<file path="config.mk">
export PLATFORM = sky130hd
export DESIGN_NAME = running_rtt_statistics
export DESIGN_NICKNAME = d
export VERILOG_FILES = /design/src/rrs_pkg.sv /design/src/rrs_div.sv /design/src/rrs_mul.sv /design/src/running_rtt_statistics.sv
export SDC_FILE = /design/constraint.sdc
export NUM_CORES = 2
export LEC_CHECK = 0
export BUFFER_PORTS_ARGS = -buffer_cell sky130_fd_sc_hd__buf_2
export CORE_ASPECT_RATIO = 0.75
export CORE_MARGIN = 5
export CORE_UTILIZATION = 60
export DETAILED_ROUTE_END_ITERATION = 8
export GPL_TIMING_DRIVEN = 0
export PLACE_DENSITY = 0.81
export SLEW_MARGIN = 10
export SYNTH_ARGS = -nofsm -noshare
export SYNTH_HDL_FRONTEND = slang
export SYNTH_SLANG_ARGS = --single-unit
</file>
<file path="constraint.sdc">
create_clock -name clk -period 25.3 [get_ports clk]
set_clock_uncertainty 0.2 [all_clocks]
set_input_delay 1.265 -clock clk [delete_from_list [all_inputs] [get_ports clk]]
set_output_delay 1.265 -clock clk [all_outputs]
set_load 0.1 [all_outputs]
</file>
<file path="src/rrs_pkg.sv">
// rrs_pkg: shared widths, constants and payload types for the running rtt statistics block
// no dependencies; imported by running_rtt_statistics, rrs_checker and the testbench

package rrs_pkg;

  localparam int TYPE_W     = 8;
  localparam int RTT_W      = 32;
  localparam int CNT_W      = 32;
  localparam int MEAN_W     = 48;
  localparam int SQ_W       = 64;
  localparam int TMO_W      = 8;
  localparam int LIMIT_W    = 28;
  localparam int CFG_ADDR_W = 2;
  localparam int CFG_DATA_W = 32;

  localparam logic [TYPE_W-1:0]     ICMP_ECHO_REPLY = 8'd0;
  localparam logic [19:0]           US_PER_SECOND   = 20'd1000000;
  localparam logic [TMO_W-1:0]      TIMEOUT_RESET   = 8'd1;
  localparam logic [CFG_ADDR_W-1:0] ADDR_TIMEOUT    = 2'd0;
  localparam logic [CNT_W-1:0]      CNT_MAX         = {CNT_W{1'b1}};
  localparam logic [MEAN_W-1:0]     MEAN_MAX        = {MEAN_W{1'b1}};
  localparam logic [SQ_W-1:0]       SQ_MAX          = {SQ_W{1'b1}};

  // one reply event
  typedef struct packed {
    logic [TYPE_W-1:0] icmp_type;
    logic [RTT_W-1:0]  rtt_us;
  } rrs_in_t;

  // statistics after one event
  typedef struct packed {
    logic              counted;
    logic [CNT_W-1:0]  sample_count;
    logic [RTT_W-1:0]  min_rtt;
    logic [RTT_W-1:0]  max_rtt;
    logic [MEAN_W-1:0] mean_rtt;
    logic [SQ_W-1:0]   sq_dev_sum;
  } rrs_out_t;

endpackage

</file>
<file path="src/rrs_div.sv">
// rrs_div: bit-serial restoring divider, one quotient bit per cycle
// depends on nothing; used by running_rtt_statistics for the mean step

module rrs_div #(
  parameter int DVD_W = 48,
  parameter int DVS_W = 32
) (
  input  logic             clk,
  input  logic             rst_n,
  input  logic             start,
  input  logic [DVD_W-1:0] dividend,
  input  logic [DVS_W-1:0] divisor,
  output logic             done,
  output logic [DVD_W-1:0] quotient
);

  localparam int CW = $clog2(DVD_W + 1);

  logic [DVD_W-1:0] quo_r, quo_nxt;
  logic [DVS_W-1:0] rem_r, rem_nxt;
  logic [DVS_W-1:0] dvs_r;
  logic [CW-1:0]    cnt_r, cnt_nxt;
  logic             busy_r, busy_nxt;
  logic             done_r, done_nxt;
  logic [DVS_W:0]   rem_sh;
  logic             fits;

  // shift in the next dividend bit and try the subtraction
  assign rem_sh = {rem_r, quo_r[DVD_W-1]};
  assign fits   = rem_sh >= {1'b0, dvs_r};

  always_comb begin
    quo_nxt  = quo_r;
    rem_nxt  = rem_r;
    cnt_nxt  = cnt_r;
    busy_nxt = busy_r;
    done_nxt = 1'b0;
    if (start) begin
      quo_nxt  = dividend;
      rem_nxt  = '0;
      cnt_nxt  = CW'(DVD_W);
      busy_nxt = 1'b1;
    end else if (busy_r) begin
      quo_nxt = {quo_r[DVD_W-2:0], fits};
      rem_nxt = fits ? DVS_W'(rem_sh - {1'b0, dvs_r}) : DVS_W'(rem_sh);
      cnt_nxt = cnt_r - CW'(1);
      if (cnt_r == CW'(1)) begin
        busy_nxt = 1'b0;
        done_nxt = 1'b1;
      end
    end
  end

  // control state
  always_ff @(posedge clk) begin
    if (!rst_n) begin
      busy_r <= 1'b0;
      done_r <= 1'b0;
      cnt_r  <= '0;
    end else begin
      busy_r <= busy_nxt;
      done_r <= done_nxt;
      cnt_r  <= cnt_nxt;
    end
  end

  // datapath
  always_ff @(posedge clk) begin
    quo_r <= quo_nxt;
    rem_r <= rem_nxt;
    if (start) begin
      dvs_r <= divisor;
    end
  end

  assign done     = done_r;
  assign quotient = quo_r;

endmodule

</file>
<file path="src/rrs_mul.sv">
// rrs_mul: bit-serial shift-add multiplier, one multiplier bit per cycle
// depends on nothing; used by running_rtt_statistics for the squared deviation

module rrs_mul #(
  parameter int W = 48
) (
  input  logic           clk,
  input  logic           rst_n,
  input  logic           start,
  input  logic [W-1:0]   mcand,
  input  logic [W-1:0]   mplier,
  output logic           done,
  output logic [2*W-1:0] product
);

  localparam int CW = $clog2(W + 1);

  logic [W-1:0]  mcand_r;
  logic [W-1:0]  hi_r, hi_nxt;
  logic [W-1:0]  lo_r, lo_nxt;
  logic [CW-1:0] cnt_r, cnt_nxt;
  logic          busy_r, busy_nxt;
  logic          done_r, done_nxt;
  logic [W:0]    psum;

  // add the multiplicand when the low multiplier bit is set
  assign psum = {1'b0, hi_r} + (lo_r[0] ? {1'b0, mcand_r} : {(W+1){1'b0}});

  always_comb begin
    hi_nxt   = hi_r;
    lo_nxt   = lo_r;
    cnt_nxt  = cnt_r;
    busy_nxt = busy_r;
    done_nxt = 1'b0;
    if (start) begin
      hi_nxt   = '0;
      lo_nxt   = mplier;
      cnt_nxt  = CW'(W);
      busy_nxt = 1'b1;
    end else if (busy_r) begin
      hi_nxt  = psum[W:1];
      lo_nxt  = {psum[0], lo_r[W-1:1]};
      cnt_nxt = cnt_r - CW'(1);
      if (cnt_r == CW'(1)) begin
        busy_nxt = 1'b0;
        done_nxt = 1'b1;
      end
    end
  end

  // control state
  always_ff @(posedge clk) begin
    if (!rst_n) begin
      busy_r <= 1'b0;
      done_r <= 1'b0;
      cnt_r  <= '0;
    end else begin
      busy_r <= busy_nxt;
      done_r <= done_nxt;
      cnt_r  <= cnt_nxt;
    end
  end

  // datapath
  always_ff @(posedge clk) begin
    hi_r <= hi_nxt;
    lo_r <= lo_nxt;
    if (start) begin
      mcand_r <= mcand;
    end
  end

  assign done    = done_r;
  assign product = {hi_r, lo_r};

endmodule

</file>
<file path="src/running_rtt_statistics.sv">
// running_rtt_statistics: top level, event check, welford update sequencer, apb register
// depends on rrs_pkg, rrs_div and rrs_mul
//
//   channel   ports                          direction  transfer when
//   input     in_valid in_ready in_data      in         in_valid & in_ready
//   result    out_valid out_ready out_data   out        out_valid & out_ready
//   config    psel penable pwrite paddr ...  in         psel & penable & pwrite
//
// an event that is not counted goes from S_LOAD straight to S_DONE and then to the result
// a counted event passes through the serial divider and then the serial multiplier,
// one bit per cycle each
// one event is worked on at a time; in_ready is high only while the sequencer is idle
// a finished result waits in the output register while the next event is taken in
// synchronous active-low reset clears statistics to zero and the timeout to 1 s

module running_rtt_statistics
  import rrs_pkg::*;
#(
  parameter int FRACTION_BITS = 16
) (
  input  logic                  clk,
  input  logic                  rst_n,
  input  logic                  in_valid,
  output logic                  in_ready,
  input  rrs_in_t               in_data,
  output logic                  out_valid,
  input  logic                  out_ready,
  output rrs_out_t              out_data,
  input  logic                  psel,
  input  logic                  penable,
  input  logic                  pwrite,
  input  logic [CFG_ADDR_W-1:0] paddr,
  input  logic [CFG_DATA_W-1:0] pwdata,
  output logic [CFG_DATA_W-1:0] prdata,
  output logic                  pready
);

  localparam int W  = RTT_W + FRACTION_BITS;
  localparam int SW = ((W > MEAN_W) ? W : MEAN_W) + 1;

  localparam logic [2:0] S_IDLE = 3'd0;
  localparam logic [2:0] S_LOAD = 3'd1;
  localparam logic [2:0] S_DIV  = 3'd2;
  localparam logic [2:0] S_MEAN = 3'd3;
  localparam logic [2:0] S_MUL  = 3'd4;
  localparam logic [2:0] S_SUM  = 3'd5;
  localparam logic [2:0] S_DONE = 3'd6;

  logic [2:0]         state_r, state_nxt;
  logic [TMO_W-1:0]   timeout_r;
  logic [LIMIT_W-1:0] limit_r, limit_nxt;
  logic               cfg_wr;

  logic [RTT_W-1:0]   rtt_r;
  logic               take_r;
  logic [W-1:0]       x_r;
  logic [W-1:0]       mag_r;
  logic               ge_r;

  logic [CNT_W-1:0]   count_r, count_nxt;
  logic [RTT_W-1:0]   min_r;
  logic [RTT_W-1:0]   max_r;
  logic [MEAN_W-1:0]  mean_r;
  logic [SQ_W-1:0]    sq_r;

  rrs_out_t           out_r;
  logic               out_valid_r;

  logic [W-1:0]       x_load;
  logic [SW-1:0]      x_ext, mean_ext, step_ext, new_ext, sum_up;
  logic [MEAN_W-1:0]  new_mean;
  logic [W-1:0]       d2;
  logic               div_start, div_done, mul_start, mul_done;
  logic [W-1:0]       quotient;
  logic [2*W-1:0]     product;
  logic [SQ_W-1:0]    sq_inc;
  logic [SQ_W:0]      sq_sum;
  logic               in_xfer, out_free;

  // apb register: timeout and its limit in microseconds
  assign cfg_wr    = psel && penable && pwrite && (paddr == ADDR_TIMEOUT);
  assign limit_nxt = LIMIT_W'(pwdata[TMO_W-1:0]) * LIMIT_W'(US_PER_SECOND);
  assign prdata    = (paddr == ADDR_TIMEOUT) ? CFG_DATA_W'(timeout_r) : '0;
  assign pready    = 1'b1;

  always_ff @(posedge clk) begin
    if (!rst_n) begin
      timeout_r <= TIMEOUT_RESET;
      limit_r   <= LIMIT_W'(US_PER_SECOND) * LIMIT_W'(TIMEOUT_RESET);
    end else if (cfg_wr) begin
      timeout_r <= pwdata[TMO_W-1:0];
      limit_r   <= limit_nxt;
    end
  end

  // handshake
  assign in_ready  = (state_r == S_IDLE);
  assign in_xfer   = in_valid && in_ready;
  assign out_free  = !out_valid_r || out_ready;
  assign out_valid = out_valid_r;
  assign out_data  = out_r;

  // sample in fixed point and its distance to the mean
  assign x_load   = W'(rtt_r) << FRACTION_BITS;
  assign x_ext    = SW'(x_r);
  assign mean_ext = SW'(mean_r);
  assign step_ext = SW'(quotient);
  assign sum_up   = mean_ext + step_ext;
  assign count_nxt = (count_r == CNT_MAX) ? count_r : count_r + CNT_W'(1);

  // new mean, saturated upward, and the second deviation
  always_comb begin
    if (ge_r) begin
      new_mean = (sum_up > SW'(MEAN_MAX)) ? MEAN_MAX : MEAN_W'(sum_up);
    end else begin
      new_mean = MEAN_W'(mean_ext - step_ext);
    end
    new_ext = SW'(new_mean);
    d2      = ge_r ? W'(x_ext - new_ext) : W'(new_ext - x_ext);
  end

  assign div_start = (state_r == S_LOAD) && take_r;
  assign mul_start = (state_r == S_MEAN);

  rrs_div #(
    .DVD_W (W),
    .DVS_W (CNT_W)
  ) u_div (
    .clk      (clk),
    .rst_n    (rst_n),
    .start    (div_start),
    .dividend (W'(x_load >= W'(mean_r) ? x_load - W'(mean_r) : W'(mean_r) - x_load)),
    .divisor  (count_nxt),
    .done     (div_done),
    .quotient (quotient)
  );

  rrs_mul #(
    .W (W)
  ) u_mul (
    .clk     (clk),
    .rst_n   (rst_n),
    .start   (mul_start),
    .mcand   (mag_r),
    .mplier  (d2),
    .done    (mul_done),
    .product (product)
  );

  // drop 2*FRACTION_BITS fraction bits, exactly 64 bits remain
  assign sq_inc = product[2*W-1 -: SQ_W];
  assign sq_sum = {1'b0, sq_r} + {1'b0, sq_inc};

  // sequencer
  always_comb begin
    state_nxt = state_r;
    unique case (state_r)
      S_IDLE: if (in_xfer) state_nxt = S_LOAD;
      S_LOAD: state_nxt = take_r ? S_DIV : S_DONE;
      S_DIV:  if (div_done) state_nxt = S_MEAN;
      S_MEAN: state_nxt = S_MUL;
      S_MUL:  if (mul_done) state_nxt = S_SUM;
      S_SUM:  state_nxt = S_DONE;
      S_DONE: if (out_free) state_nxt = S_IDLE;
      default: state_nxt = S_IDLE;
    endcase
  end

  // control and statistics state
  always_ff @(posedge clk) begin
    if (!rst_n) begin
      state_r     <= S_IDLE;
      out_valid_r <= 1'b0;
      count_r     <= '0;
      min_r       <= '0;
      max_r       <= '0;
      mean_r      <= '0;
      sq_r        <= '0;
    end else begin
      state_r <= state_nxt;
      if ((state_r == S_DONE) && out_free) begin
        out_valid_r <= 1'b1;
      end else if (out_ready) begin
        out_valid_r <= 1'b0;
      end
      if ((state_r == S_LOAD) && take_r) begin
        count_r <= count_nxt;
        if ((count_r == '0) || (rtt_r < min_r)) min_r <= rtt_r;
        if ((count_r == '0) || (rtt_r > max_r)) max_r <= rtt_r;
      end
      if (state_r == S_MEAN) begin
        mean_r <= new_mean;
      end
      if (state_r == S_SUM) begin
        sq_r <= sq_sum[SQ_W] ? SQ_MAX : sq_sum[SQ_W-1:0];
      end
    end
  end

  // event capture, working values and the output register
  always_ff @(posedge clk) begin
    if (in_xfer) begin
      rtt_r  <= in_data.rtt_us;
      take_r <= (in_data.icmp_type == ICMP_ECHO_REPLY) &&
                (in_data.rtt_us <= RTT_W'(limit_r));
    end
    if (state_r == S_LOAD) begin
      x_r   <= x_load;
      ge_r  <= x_load >= W'(mean_r);
      mag_r <= (x_load >= W'(mean_r)) ? x_load - W'(mean_r) : W'(mean_r) - x_load;
    end
    if ((state_r == S_DONE) && out_free) begin
      out_r.counted      <= take_r;
      out_r.sample_count <= count_r;
      out_r.min_rtt      <= min_r;
      out_r.max_rtt      <= max_r;
      out_r.mean_rtt     <= mean_r;
      out_r.sq_dev_sum   <= sq_r;
    end
  end

endmodule

</file>
==> reports/results.txt <==
Achievable Freq -> 97.9 MHz
Setup TNS -> 0 ps
Final ANT Viol Nets -> 0
Fin worst setup slack -> 15080 ps
PostCTS Resize Cnt -> 0
Crit Path Category -> reg -> reg
Via count -> 46800
Area share of the largest cell type after synthesis -> 0.280
Net load switching power -> 0.00149 W
H-tree Lvls -> 3
Least-Margin Pin Slew -> 1330 ps
Clock Path Buffers -> 3
GRT Total Usage -> 0.358
DRT iter0 DRCs -> 5393
Hold Slack -> 216 ps
Number of distinct library cells after synthesis -> 108
Die Height -> 269 µm
Slew headroom -> 0.115
Root buf cell -> clkbuf_16
Worst Hold Class -> reg -> reg
Nets -> 6790
CTS tree -> built
Setup Buffers After CTS -> 0
Clock slew at reported path FFs -> 70 ps
Slew Viols, Final -> 0
Area Overhead vs Synth -> 11.4%
IO Count -> 325
Buffers on Ports -> 275
Placed cells -> 7266
# DRC -> 0
Final period utilization -> 0.404
Layout cells sized above 1 -> 0.0940
First-pass GRT wire length -> 265000 µm
Width of the die -> 355 µm
CP Capture Type -> flop
Die area -> 95500 µm²
Clk network pwr share -> 0.306
Hold buffer count at CTS -> 0
Fin. Hold Viols -> 0
DR vias/cell -> 6.31
PwrDens -> 71.0 nW/µm²
Largest net degree at the start of global routing -> 58
Antenna violations before repair -> 9
Top post-synthesis cells by area -> edfxtp_1, dfxtp_1, ha_1
Gpl congestion -> 1.01
RSZ-0062 raised after global routing -> false
Outcome -> completed
# rows -> 95
Arrival time at the worst endpoint -> 10390 ps
Starting Density -> 0.601
Gr ovfl total -> 0
Startpoint Class -> flop
Average cell area after synthesis -> 9.26 µm²
CTS Buf Count -> 82
Dpl ws -> 15680 ps
Worst EP required -> 25480 ps
Worst skew pair latency -> 670 ps
Pre-antenna DRT Iters -> 9
CTS Sinks -> 834
Seq/Total Area, Yosys -> 0.405
Max-Cap Viols -> 0
Pint -> 0.00275 W
Async SR Flop Fraction -> 0
Core Box Area -> 89100 µm²
Post-Syn Area -> 53600 µm²
Final setup fails -> 0
YS warnings -> 0
P_leak -> 25.2 nW
WL final -> 177000 µm
Vias in the first global route -> 44200
Sw Share -> 0.350
Synth area leader -> edfxtp_1
Post-synthesis register bit count -> 834
Fin crit period -> 10220 ps
Number of synthesized flops with an enable pin -> 499
Peak VDD IR -> 0.0560 mV
Post-DP HPWL -> 135000 µm
Routed WL per cell -> 23.8 µm
Comb pwr share -> 0.305
Cells after Synth -> 5788
Layout Cells excl Fill -> 7428
Flop pwr share -> 0.389
CP max FO -> 10
Post-synth top flop -> edfxtp_1
==> cells in the mapped netlist (33+ instances only) <==
cell / number
dfxtp_1: 335
o21ai_0: 404
and3_1: 40
clkbuf_1: 188
nor3_1: 79
nand2_1: 400
a21oi_1: 539
xnor2_1: 181
o211ai_1: 33
nor2_1: 481
xor2_1: 137
a31oi_1: 61
and2_1: 79
inv_1: 448
nand3_1: 102
mux2i_1: 108
o21a_1: 46
nand2b_1: 62
edfxtp_1: 499
a211oi_1: 68
a21o_1: 224
nand4_1: 78
buf_2: 33
ha_1: 499
nor2b_1: 93
o21bai_1: 47
==> routing by layer <==
metal	vias to the layer above	global-route usage	part of all wire
met5	-	0.00390	0.00038
li1	21600	-	-
met4	4	0.148	0.048
met2	2501	0.532	0.42
met3	444	0.0936	0.12
met1	22300	0.501	0.42
==> worst max-delay path, cell delays in order (launching register included) <==
cell and delay, ps:
edfxtp_1 440, clkbuf_1 490, clkbuf_1 530, buf_1 660
buf_1 530, buf_1 940, clkbuf_1 640, clkbuf_1 870
buf_1 840, o22ai_1 300, inv_1 120, ha_1 310
a21o_1 190, a21o_1 170, a21oi_1 310, nand3b_1 130
o221ai_1 250, o21ai_0 210, a211oi_1 300, o21bai_1 110
a21oi_1 300, o21bai_1 170, a21boi_0 320, o21ai_0 150
a2bb2oi_1 200, xnor2_1 130, o21ai_0 90
==> cell usage in the layout, fill, tap and decap left out, types with 29 or more instances in the layout <==
master	count
o21a_1	46
nor4_1	29
o21bai_1	47
a31oi_1	61
mux2i_1	108
o211ai_1	33
edfxtp_1	499
and3_1	40
buf_2	308
nand3_1	102
nand2_1	400
xor2_1	137
a211oi_1	67
a21oi_1	539
nor3_1	78
nand4_1	78
and2_1	79
nor2_1	481
clkbuf_16	82
a21o_1	224
clkbuf_1	198
xnor2_1	181
o31ai_1	30
nand2b_1	62
o21ai_0	404
inv_1	446
dfxtp_1	335
buf_4	31
buf_1	29
ha_1	499
nor2b_1	91
==> final cells by class <==
type | count | area, µm²
multi-input cells | 4244 | 29100
fillers | 7062 | 29400
well taps | 1164 | 1460
flip-flops and latches | 834 | 21700
clock inverters | 47 | 589
diodes | 8 | 20.0
repair buffers | 291 | 1680
plain buffers | 280 | 1220
clock buffers | 107 | 2240
inverters | 453 | 1700
==> registers in the layout, summed over array words and instances (netlist names), 48 cells and up <==
| signal | flops |
|---|---|
| sq_r | 64 |
| u_mul.hi_r | 48 |
| u_mul.lo_r | 48 |
| mean_r | 48 |
| u_mul.mcand_r | 48 |
| mag_r | 48 |
| u_div.quotient | 48 |
| out_data | 209 |
==> metrics by stage <==
stage / utilization / instance area, µm² / total power (W)
after global routing: 0.670 / 59700 / 0.00442
after CTS: 0.670 / 59700 / 0.00421
final: 0.670 / 59700 / 0.00424
after global placement: 0.634 / 56500 / 0.00288
after detailed placement: 0.638 / 56900 / 0.00292
after floorplan: - / 53700 / 0.00257
==> logic make-up after synthesis <==
family	share of synthesized area
fa+ha+maj	0.125
flops	0.405
compound gates	0.200
simple gates	0.140
buf+inv	0.0543
xor+xnor	0.0523
other cells	0.000140
mux	0.0231
==> path summary, 6_finish.rpt <==
path,start,to,slack (ps),cells after the start
setup reg to reg,ge_r,u_mul.lo_r[47],15080,26
hold reg to reg,mag_r[18],u_mul.mcand_r[18],220,0
hold / removal,mag_r[18],u_mul.mcand_r[18],220,0
setup / recovery,ge_r,u_mul.lo_r[47],15080,26
==> power groups by stage <==
stage               registers, W  clock network [W]  logic (W)
floorplan                0.00165                  0   0.000915
global placement         0.00167                  0    0.00121
detailed placement       0.00167                  0    0.00124
CTS                      0.00164            0.00130    0.00126
global route             0.00165            0.00136    0.00141
finish                   0.00165            0.00130    0.00129
(Power assumes the default switching activity.)
